===== src/sv/cap_touch_channel_filter_assert.svh =====
// Assertion macros for the touch channel filter.
// Define NO_ASSERTIONS to compile them out; relies on clk and rst_n in scope.
`ifndef CAP_TOUCH_CHANNEL_FILTER_ASSERT_SVH
`define CAP_TOUCH_CHANNEL_FILTER_ASSERT_SVH

`ifndef NO_ASSERTIONS

// expr must hold at every clock edge outside reset
`define CTF_ASSERT_ALWAYS(lbl, expr, msg) \
  lbl: assert property (@(posedge clk) disable iff (!rst_n) (expr)) else $error(msg);

// cons must hold at the edge that follows ante
`define CTF_ASSERT_NEXT(lbl, ante, cons, msg) \
  lbl: assert property (@(posedge clk) disable iff (!rst_n) (ante) |=> (cons)) else $error(msg);

`else

`define CTF_ASSERT_ALWAYS(lbl, expr, msg)
`define CTF_ASSERT_NEXT(lbl, ante, cons, msg)

`endif

`endif


===== src/sv/ctf_pkg.sv =====
// Shared types and constants of the touch channel filter.
// No dependencies; used by ctf_blend and cap_touch_channel_filter.
package ctf_pkg;

  localparam int WEIGHT_W = 8;
  localparam logic [WEIGHT_W:0] WEIGHT_ONE = 9'd256;

  localparam int SAMPLE_W = 16;   // port width of a raw sample / touch value
  localparam int THRESH_W = 16;
  localparam int CFG_IDX_W = 2;
  localparam int CFG_DATA_W = 16;

  localparam int COUNT_W = 6;
  localparam logic [COUNT_W-1:0] COUNT_MAX = 6'd63;

  // glitch detector distances
  localparam int GLITCH_NEAR = 5;
  localparam int GLITCH_FAR = 3;

  typedef enum logic [CFG_IDX_W-1:0] {
    REG_DATA_SMOOTH = 2'd0,
    REG_BASE_SMOOTH = 2'd1,
    REG_THRESHOLD   = 2'd2
  } cfg_reg_t;

  typedef struct packed {
    logic [WEIGHT_W-1:0] data_smoothing;
    logic [WEIGHT_W-1:0] baseline_smoothing;
    logic [THRESH_W-1:0] touch_threshold;
  } cfg_regs_t;

endpackage


===== src/sv/ctf_blend.sv =====
// Exponential smoother step: new = (x*2^F*(256-w) + old*w) >> 8.
// Depends on ctf_pkg for the weight width.
module ctf_blend #(
  parameter int SAMPLE_BITS = 16,
  parameter int FRAC_BITS   = 8
) (
  input  logic [SAMPLE_BITS+FRAC_BITS-1:0] old_acc,
  input  logic [SAMPLE_BITS-1:0]           sample,
  input  logic [ctf_pkg::WEIGHT_W-1:0]     weight,
  output logic [SAMPLE_BITS+FRAC_BITS-1:0] new_acc
);
  import ctf_pkg::*;

  localparam int ACC_W = SAMPLE_BITS + FRAC_BITS;
  localparam int SUM_W = ACC_W + WEIGHT_W + 1;

  logic [ACC_W-1:0]    fresh;
  logic [WEIGHT_W:0]   inv_weight;
  logic [SUM_W-1:0]    prod_fresh;
  logic [SUM_W-1:0]    prod_old;
  logic [SUM_W-1:0]    sum;

  assign fresh      = {sample, {FRAC_BITS{1'b0}}};
  assign inv_weight = WEIGHT_ONE - {1'b0, weight};
  assign prod_fresh = SUM_W'(fresh) * SUM_W'(inv_weight);
  assign prod_old   = SUM_W'(old_acc) * SUM_W'(weight);
  assign sum        = prod_fresh + prod_old;
  // sum stays below 2^ACC_W * 256, so dropping the low byte fits ACC_W
  assign new_acc    = sum[WEIGHT_W +: ACC_W];

endmodule


===== src/sv/cap_touch_channel_filter.sv =====
// Touch channel filter: calibration average, glitch rejection, fast smoother,
// slow baseline tracker and thresholded difference. Uses ctf_pkg and ctf_blend.
// Throughput: one item per cycle unless out_stall holds the pipeline; three register
// stages in order (input, state, output), which each accepted item passes through.
// Reset (rst_n low, synchronous): pipeline empty, filter state zero, registers
// back to 230 / 254 / 0. No clearing pass; items are taken right after reset.
`include "cap_touch_channel_filter_assert.svh"

module cap_touch_channel_filter #(
  parameter int CAL_SAMPLES      = 20,
  parameter int BASELINE_HOLDOFF = 50,
  parameter int SAMPLE_BITS      = 16,
  parameter int FRAC_BITS        = 8
) (
  input  logic                               clk,
  input  logic                               rst_n,
  // sample channel
  input  logic                               in_valid,
  output logic                               in_stall,
  input  logic [ctf_pkg::SAMPLE_W-1:0]       in_raw_sample,
  // result channel
  output logic                               out_valid,
  input  logic                               out_stall,
  output logic [ctf_pkg::SAMPLE_W-1:0]       out_touch_value,
  output logic                               out_calibrating,
  // register writes
  input  logic                               cfg_valid,
  output logic                               cfg_ready,
  input  logic [ctf_pkg::CFG_IDX_W-1:0]      cfg_index,
  input  logic [ctf_pkg::CFG_DATA_W-1:0]     cfg_data
);
  import ctf_pkg::*;

  localparam int ACC_W  = SAMPLE_BITS + FRAC_BITS;
  localparam int LOG_C  = $clog2(CAL_SAMPLES);
  localparam int SUM_W  = SAMPLE_BITS + LOG_C;      // holds CAL_SAMPLES full-scale samples
  localparam int CNT_W  = $clog2(CAL_SAMPLES + 1);
  // divide by CAL_SAMPLES as multiply by a rounded-up reciprocal; exact for SUM_W bits
  localparam int DIV_SHIFT = SUM_W + LOG_C;
  localparam int RECIP_W   = SUM_W + 1;
  localparam int PROD_W    = SUM_W + RECIP_W;
  localparam logic [RECIP_W-1:0] RECIP =
    RECIP_W'(((64'd1 << DIV_SHIFT) + 64'(CAL_SAMPLES) - 64'd1) / 64'(CAL_SAMPLES));
  localparam logic [CNT_W-1:0] CAL_LAST = CNT_W'(CAL_SAMPLES);

  // ---------------------------------------------------------------- registers
  cfg_regs_t cfg_r;

  assign cfg_ready = 1'b1;  // writes are always taken

  always_ff @(posedge clk) begin
    if (!rst_n) begin
      cfg_r.data_smoothing     <= 8'd230;
      cfg_r.baseline_smoothing <= 8'd254;
      cfg_r.touch_threshold    <= '0;
    end else if (cfg_valid && cfg_ready) begin
      unique case (cfg_reg_t'(cfg_index))
        REG_DATA_SMOOTH: cfg_r.data_smoothing     <= cfg_data[WEIGHT_W-1:0];
        REG_BASE_SMOOTH: cfg_r.baseline_smoothing <= cfg_data[WEIGHT_W-1:0];
        REG_THRESHOLD:   cfg_r.touch_threshold    <= cfg_data[THRESH_W-1:0];
        default: ;  // unknown index: dropped
      endcase
    end
  end

  // ---------------------------------------------------------------- flow control
  // Each stage moves when the one after it is empty or moving too, so a new
  // item is taken even while a finished result waits at the output.
  logic s1_valid_r, s2_valid_r, out_valid_r;
  logic out_free, s2_go, s2_free, s1_go, s1_free;

  assign out_free = !out_valid_r || !out_stall;
  assign s2_go    = s2_valid_r && out_free;
  assign s2_free  = !s2_valid_r || s2_go;
  assign s1_go    = s1_valid_r && s2_free;
  assign s1_free  = !s1_valid_r || s1_go;
  assign in_stall = !s1_free;
  assign out_valid = out_valid_r;

  // ---------------------------------------------------------------- stage 1: input
  logic [SAMPLE_BITS-1:0] s1_sample_r;

  always_ff @(posedge clk) begin
    if (!rst_n) begin
      s1_valid_r <= 1'b0;
    end else if (s1_free) begin
      s1_valid_r <= in_valid;
    end
  end

  always_ff @(posedge clk) begin
    if (s1_free && in_valid) begin
      s1_sample_r <= in_raw_sample[SAMPLE_BITS-1:0];
    end
  end

  // ---------------------------------------------------------------- filter state
  logic [SAMPLE_BITS-1:0] hist_middle_r, hist_oldest_r;
  logic [ACC_W-1:0]       smooth_acc_r, baseline_acc_r;
  logic [COUNT_W-1:0]     sample_count_r;
  logic [SUM_W-1:0]       cal_sum_r;
  logic [CNT_W-1:0]       cal_count_r;
  logic                   s2_cal_r;

  logic                   in_cal;
  logic [SUM_W-1:0]       cal_sum_nxt;
  logic [CNT_W-1:0]       cal_count_nxt;
  logic [PROD_W-1:0]      div_prod;
  logic [SAMPLE_BITS-1:0] cal_avg;
  logic [SAMPLE_BITS-1:0] diff_on, diff_mo;
  logic                   glitch;
  logic [SAMPLE_BITS-1:0] middle_fixed;
  logic [ACC_W-1:0]       smooth_nxt, baseline_blend;
  logic                   baseline_on;

  assign in_cal        = cal_count_r < CAL_LAST;
  assign cal_sum_nxt   = cal_sum_r + SUM_W'(s1_sample_r);
  assign cal_count_nxt = cal_count_r + CNT_W'(1);
  assign div_prod      = PROD_W'(cal_sum_nxt) * PROD_W'(RECIP);
  assign cal_avg       = div_prod[DIV_SHIFT +: SAMPLE_BITS];

  // middle sample is an outlier when its neighbors agree and it does not
  assign diff_on = (hist_oldest_r > s1_sample_r) ? hist_oldest_r - s1_sample_r
                                                 : s1_sample_r - hist_oldest_r;
  assign diff_mo = (hist_middle_r > hist_oldest_r) ? hist_middle_r - hist_oldest_r
                                                   : hist_oldest_r - hist_middle_r;
  assign glitch  = (diff_on < SAMPLE_BITS'(GLITCH_NEAR)) &&
                   (diff_mo > SAMPLE_BITS'(GLITCH_FAR));
  assign middle_fixed = glitch ? hist_oldest_r : hist_middle_r;

  assign baseline_on = sample_count_r > COUNT_W'(BASELINE_HOLDOFF);

  ctf_blend #(.SAMPLE_BITS(SAMPLE_BITS), .FRAC_BITS(FRAC_BITS)) u_smooth (
    .old_acc (smooth_acc_r),
    .sample  (hist_oldest_r),
    .weight  (cfg_r.data_smoothing),
    .new_acc (smooth_nxt)
  );

  ctf_blend #(.SAMPLE_BITS(SAMPLE_BITS), .FRAC_BITS(FRAC_BITS)) u_baseline (
    .old_acc (baseline_acc_r),
    .sample  (hist_oldest_r),
    .weight  (cfg_r.baseline_smoothing),
    .new_acc (baseline_blend)
  );

  // stage 2: state registers always describe the item held in stage 2
  always_ff @(posedge clk) begin
    if (!rst_n) begin
      s2_valid_r     <= 1'b0;
      hist_middle_r  <= '0;
      hist_oldest_r  <= '0;
      smooth_acc_r   <= '0;
      baseline_acc_r <= '0;
      sample_count_r <= '0;
      cal_sum_r      <= '0;
      cal_count_r    <= '0;
    end else begin
      if (s2_free) begin
        s2_valid_r <= s1_go;
      end
      if (s1_go) begin
        if (in_cal) begin
          cal_sum_r   <= cal_sum_nxt;
          cal_count_r <= cal_count_nxt;
          if (cal_count_nxt == CAL_LAST) begin
            // seed history and both smoothers with the truncated average
            hist_middle_r  <= cal_avg;
            hist_oldest_r  <= cal_avg;
            smooth_acc_r   <= {cal_avg, {FRAC_BITS{1'b0}}};
            baseline_acc_r <= {cal_avg, {FRAC_BITS{1'b0}}};
          end
        end else begin
          smooth_acc_r <= smooth_nxt;
          if (baseline_on) begin
            baseline_acc_r <= baseline_blend;
          end
          if (sample_count_r < COUNT_MAX) begin
            sample_count_r <= sample_count_r + COUNT_W'(1);
          end
          hist_oldest_r <= middle_fixed;
          hist_middle_r <= s1_sample_r;
        end
      end
    end
  end

  always_ff @(posedge clk) begin
    if (s1_go) begin
      s2_cal_r <= in_cal;
    end
  end

  // ---------------------------------------------------------------- stage 3: result
  logic [ACC_W-1:0]       acc_diff;
  logic [SAMPLE_BITS-1:0] diff_int;
  logic [SAMPLE_W-1:0]    touch_nxt;

  assign acc_diff = smooth_acc_r - baseline_acc_r;
  assign diff_int = acc_diff[FRAC_BITS +: SAMPLE_BITS];

  always_comb begin
    touch_nxt = '0;
    // negative difference, values under threshold and calibration all report zero
    if (!s2_cal_r && (smooth_acc_r > baseline_acc_r)) begin
      if (SAMPLE_W'(diff_int) >= cfg_r.touch_threshold) begin
        touch_nxt = SAMPLE_W'(diff_int);
      end
    end
  end

  always_ff @(posedge clk) begin
    if (!rst_n) begin
      out_valid_r <= 1'b0;
    end else if (out_free) begin
      out_valid_r <= s2_go;
    end
  end

  always_ff @(posedge clk) begin
    if (s2_go) begin
      out_touch_value <= touch_nxt;
      out_calibrating <= s2_cal_r;
    end
  end

  // ---------------------------------------------------------------- checks
  `CTF_ASSERT_ALWAYS(a_cal_count_bound, cal_count_r <= CAL_LAST, "calibration count overrun")
  `CTF_ASSERT_ALWAYS(a_count_after_cal, (sample_count_r == '0) || (cal_count_r == CAL_LAST), "samples counted before calibration end")
  `CTF_ASSERT_ALWAYS(a_cal_output_zero, !(out_valid_r && out_calibrating) || (out_touch_value == '0), "nonzero value while calibrating")
  `CTF_ASSERT_NEXT(a_cal_done_sticks, cal_count_r == CAL_LAST, cal_count_r == CAL_LAST, "calibration restarted")

endmodule


===== config.mk =====
export PLATFORM = sky130hd
export DESIGN_NAME = cap_touch_channel_filter
export DESIGN_NICKNAME = d
export VERILOG_FILES = /design/src/sv/ctf_pkg.sv /design/src/sv/ctf_blend.sv /design/src/sv/cap_touch_channel_filter.sv
export VERILOG_INCLUDE_DIRS = /design/src /design/src/sv
export SDC_FILE = /design/constraint.sdc
export NUM_CORES = 2
export LEC_CHECK = 0
export BUFFER_PORTS_ARGS = -buffer_cell sky130_fd_sc_hd__buf_2
export CORE_ASPECT_RATIO = 1.4
export CORE_UTILIZATION = 31
export CTS_CLUSTER_DIAMETER = 50
export DETAILED_ROUTE_END_ITERATION = 7
export GPL_ROUTABILITY_DRIVEN = 0
export SLEW_MARGIN = 0
export SYNTH_ARGS = -nofsm -noshare
export SYNTH_HDL_FRONTEND = slang
export SYNTH_SLANG_ARGS = --single-unit

===== constraint.sdc =====
create_clock -name clk -period 19.35 [get_ports clk]
set_clock_uncertainty 0.05 [all_clocks]
set_input_delay 0 -clock clk [delete_from_list [all_inputs] [get_ports clk]]
set_output_delay 0 -clock clk [all_outputs]
set_load 0.005 [all_outputs]

# Yosys cells after proc, flatten, opt, wreduce, memory -nomap -nowiden
# Cells that the tools add are included.
# W data, S select, Z words.
[word_totals]
ff_bits = 181
inputBits = 39
output_inout_bits = 20
word_cells = 84
[classes]
n_addsub = 12
n_mul = 5
magnitude_cmp = 9
n_eq_ne = 5
muxes = 10
bitwise = 1
n_reduce_logical = 25
[ops]
columns = ["cell", "count"]
rows = [
  ["$mux W16", 6],
  ["$mux W24", 4],
  ["$add A32 B32 Y32", 2],
  ["$mul A24 B8 Y32", 2],
  ["$sub A16 B16 Y16", 4],
  ["$mul A16 B9 Y24", 2],
  ["$mul A21 B20 Y40 const B", 1],
  ["$gt A16 B16 Y1", 2],
  ["$gt A24 B24 Y1", 1],
  ["$sub A24 B24 Y24", 1],
  ["$add A21 B16 Y21", 1],
  ["$sub A9 B8 Y9 const A", 2],
  ["$ge A16 B16 Y1", 1],
  ["$gt A16 B2 Y1 const B", 1],
  ["$lt A16 B3 Y1 const B", 1],
  ["$reduce_and A2 Y1", 6],
  ["$reduce_and A3 Y1", 3],
  ["$add A6 B1 Y6 const B", 1],
  ["$gt A6 B6 Y1 const B", 1],
  ["$logic_not A1 Y1", 6],
  ["$lt A6 B6 Y1 const B", 1],
  ["$add A5 B1 Y5 const B", 1],
  ["$eq A5 B5 Y1 const B", 1],
  ["$logic_and A1 B1 Y1", 5],
  ["9 further kinds", 11],
]

# Logic depth before layout (Yosys ltp)
[logic_depth]
word_depth = 7
ltp_mapped = 42
ltp_nobuf = 41

# By module
# A second synthesis with hierarchy kept.
[hier_totals]
hier_cells = 4737
hier_area_um2 = 40845.4
[modules_own_cells]
columns = ["module", "instances", "cells_per_inst", "area_each_um2", "seq_area_each_um2"]
rows = [
  ["cap_touch_channel_filter", 1, 2314, 19826.5, 3963.8],
  ["ctf_blend (u_smooth)", 1, 1218, 10550.1, 0.0],
  ["ctf_blend (u_baseline)", 1, 1205, 10468.8, 0.0],
]

# Worst setup path before layout
# Ideal clock, no wire load.
[synth_timing]
path_type = "register to register"
start = "register cfg_r[16] (netlist bit)"
end = "register baseline_acc_r[23]"
setup_ps = 70
arrival_time_ps = 9293
t_required_ps = 19230
setup_slack_ps = 9937
stages_incl_launch_ff = 38
path_buffers = 2
synth_period_minus_slack_ps = 9413
path_cell_list = "dfxtp_1 > clkbuf_1 > clkinv_1 > ha_1 > nand3b_1 > xor2_1 > clkbuf_1 > nand2_1 > fa_1 > fa_1 > inv_1 > fa_1 > inv_1 > fa_1 > inv_1 > ha_1 > o21a_1 > o31a_1 > [2 not listed] > xor2_1 > fa_1 > fa_1 > fa_1 > fa_1 > inv_1 > ha_1 > a21o_1 > a21o_1 > a21o_1 > a21oi_1 > o31ai_1 > a31oi_1 > o21ai_0 > a21oi_1 > xnor3_1 > o21a_1 > a21oi_1"
[synth_via]
elab_chain_cells = 5
elab_cells_between_ends = 6
cone_classes = "2 x add/sub; 2 x mul; 2 x mux"
[synth_rtl]
columns = ["item", "line", "rtl"]
rows = [
  ["from (decl)", "cap_touch_channel_filter.sv:47", "cfg_regs_t cfg_r;"],
  ["$sub A9 B8 Y9", "ctf_blend.sv:24", "assign inv_weight = WEIGHT_ONE - {1'b0, weight};"],
  ["$mul A16 B9 Y24", "ctf_blend.sv:25", "assign prod_fresh = SUM_W'(fresh) * SUM_W'(inv_weight);"],
  ["$add A32 B32 Y32 *", "ctf_blend.sv:27", "assign sum = prod_fresh + prod_old;"],
  ["$mux W24 *", "cap_touch_channel_filter.sv:175", "if (baseline_on) begin"],
  ["$mux W24 *", "cap_touch_channel_filter.sv:163", "if (in_cal) begin"],
  ["to (signal assigned)", "cap_touch_channel_filter.sv:171", "baseline_acc_r <= {cal_avg, {FRAC_BITS{1'b0}}};"],
  ["to (signal assigned)", "cap_touch_channel_filter.sv:176", "baseline_acc_r <= baseline_blend;"],
  ["to (decl)", "cap_touch_channel_filter.sv:99", "logic [ACC_W-1:0] smooth_acc_r, baseline_acc_r;"],
]
# Mark *: on every way between the ends. The rest lies on a longest branch, timed or not. The select of a mux whose other input is x is not followed.
# A chain may end at the register's enable or synchronous reset.

# Worst setup path in the final report
# Ends and elaborated chain as after synthesis.

==> results.md <==
- Commonest cells post-synth: 935 x inv_1, 655 x fa_1, 533 x nand2_1, 512 x ha_1, 300 x and2_1
- Critical path class: register to register
- Reg2Reg Launch Point: cfg_r[16]
- Final setup fails: 0
- Initial cell density of the core: 31.4%
- Reg2Reg Depth: 35
- Drt wl/cell: between 15 and 20 um
- Slowest cell on crit path: xor2_1
- Number of flops mapped to enable cells by yosys: 34
- Share of the synthesized area in the top cell type: 32.7%
- DR vias: 31400
- Hold path start: cfg_index[1]
- Status: completed
- Drt first pass iters: 7
- Die area: 0.131 mm2
- Worst hold path class: primary input to register
- Data arrival time of the critical path: 11300 ps
- H-tree depth: 4
- Synth cell types: 85
- WL final: 114 mm
- Worst-Margin Slew: 1200 ps
- RSZ-0062 raised after global routing: no
- Final hold vios: 0
- Die W: 306 um
- R2r endpoint: baseline_acc_r[23]
- Area grow syn2layout: 7.92%
- Top-count cell post-synth: inv_1
- CTS tree: yes
- Initial DRC Count: 1760
- Total negative slack: 0 ps
- Crit end category: register
- Avg Synthesized Cell Area: between 8 and 9 um2
- Worst slew margin: approximately a fifth
- CP required: 19720 ps
- Final Max Tran Viols: 0
- Synthesized area: 0.0402 mm2
- Core area: about 0.13 mm2
- Clk sink count: 181
- WHS Endpoint: cfg_r[31]
- I/O Buffers: 57
- Die Span Y: 428 um
- # IOs: 59
- Ys flop type: dfxtp_1
- GRT Resource Usage Total: 17.8%
- Max-Cap Viols: 0
- Standard-cell rows: 155
- Fin nets: about 5800
- Fmax: 91.5 MHz
- Synth warn: 0
- Worst-path clk slew: about 90 ps
- Root buffer cell: clkbuf_16
- #FFs+latches synth: 181
- DRC Markers: 0
- CP max stage delay: roughly 900 ps
- Synth async-reset ratio: 0%
- Clock Latency Late Sink: 500 ps
- Pin count of the biggest net entering global routing: 61
- Post-route minimum period: 10920 ps
- Cts bufs inserted: 17
- Top post-synthesis cells by area: fa_1 33%, ha_1 16%, inv_1 8.7%, dfxtp_1 7.3%, nand2_1 5.0%
- Crit-path most repeated cell: fa_1
- First-pass GRT wire length: 183 mm
- Syn Inst Count: approximately 4600
- Syn nets: 5827
- Dominant cell type by area after synthesis: fa_1
- Grt ovf: 0
- Setup crit start kind: register
- Reg2Reg Setup Slack: 8430 ps
- Vias per inst: 5.01
- Final period util: 56.5%
- Antenna Nets Post-Route: 0
- Number of global-route vias before repair: 33800
- Initial antenna violation count: 2
- Share of post-route cells with drive strength above 1: 4.67%
- Postcts setup bufs: 0
- Hold path depth: 4
- CTS Buffer Depth: 2
- CP Max Fanout: 35
- Sequential element share of the synthesized area: 9.87%
- Post-DP HPWL: just over 90 mm
- N_diodes: 0
==> cells in the final DEF (no fill, tap or decap), types with 20 or more instances in the layout <==
master and instances:
dfxtp_1 147, mux2i_1 22, ha_1 512, edfxtp_1 34, dlygate4sd3_1 36, o21a_1 29
nand2_1 533, o21ai_0 113, a21oi_1 225, a21o_1 75, buf_2 57, and2_1 300
a31oi_1 23, xor2_1 71, buf_4 72, xnor2_1 102, nor2_1 163, nand3_1 47
a22oi_1 20, nor3_1 36, and3_1 26, inv_1 935, a211oi_1 39, fa_1 655
nand4_1 23, nor2b_1 30
==> worst max path at each step <==
stage	from	to	slack (ps)	cells past startpoint
finish	cfg_r[16]	baseline_acc_r[23]	8430	35
global route	cfg_r[16]	baseline_acc_r[23]	7640	35
CTS	cfg_r[16]	baseline_acc_r[23]	8480	35
detailed placement	cfg_r[16]	baseline_acc_r[23]	8560	35
global placement	cfg_r[16]	baseline_acc_r[23]	8710	35
floorplan	cfg_r[16]	baseline_acc_r[23]	9940	37
==> worst max-delay path: cells and delay by family (launching register included) <==
kind                       cells  cell delay [ps]
AOI/OAI and AO/OA             11             2350
xor gates and xnor gates       3             1500
adders and majority gates     11             4910
buffers and inverters          6              910
DFF                            1              320
and+or+nand+nor                4              780
==> sequential cells by signal (all words and copies together) (netlist names) <==
| register | count |
|---|---|
| cfg_r | 32 |
| sample_count_r | 6 |
| s2_valid_r | 1 |
| out_valid | 1 |
| baseline_acc_r | 24 |
| cal_count_r | 5 |
| hist_middle_r | 16 |
| hist_oldest_r | 16 |
| s1_sample_r | 16 |
| smooth_acc_r | 24 |
| out_touch_value | 16 |
| cal_sum_r | 21 |
| out_calibrating | 1 |
| s1_valid_r | 1 |
| s2_cal_r | 1 |
==> stage by stage <==
stage	hold slack, ps	setup slack, ps	cell area [um2]	utilization, %	cells
after floorplan	48.9	9940	40200	-	4621
after global routing	87.5	7640	43300	33.9	6273
after CTS	43.9	8480	43300	33.9	6273
after global placement	127	8710	42300	33.1	6205
final	68.3	8430	43300	33.9	6273
after detailed placement	128	8560	42300	33.1	6205
==> cell families after synthesis <==
kind of cell / synth area share (%)
adders and majority gates: 48.6
muxes: 0.689
and+or+nand+nor: 15.3
xor gates and xnor gates: 3.95
AOI/OAI and AO/OA: 10.9
other: 0.00934
DFF: 9.87
buffers and inverters: 10.7
==> final cells by class <==
cell class / instances / area, um2
inverters: 938 / 3520
fillers: 13300 / 84700
well taps: 1648 / 2060
flip-flops and latches: 181 / 3960
multi-input cells: 3309 / 31900
clock inverters: 15 / 225
repair buffers: 165 / 1190
clock buffers: 17 / 425
==> repair_timing <==
action	CTS	global route
hold endpoints to repair	51	0
endpoints found under the setup margin	0	0
resized for setup	0	0
hold buffers	36	0
==> layer usage <==
metal / up-vias / wire [um] / GRT usage (%)
li1: 14600 / - / -
met1: 15800 / 43100 / 19.8
met2: 746 / 60300 / 33.5
met3: 267 / 4540 / 1.76
met4: 2 / 5990 / 8.26
met5: - / 13 / 0
Power is left out: the tool's default activity adds up to more than one toggle a clock period on the data nets, which glitch-free logic cannot reach.
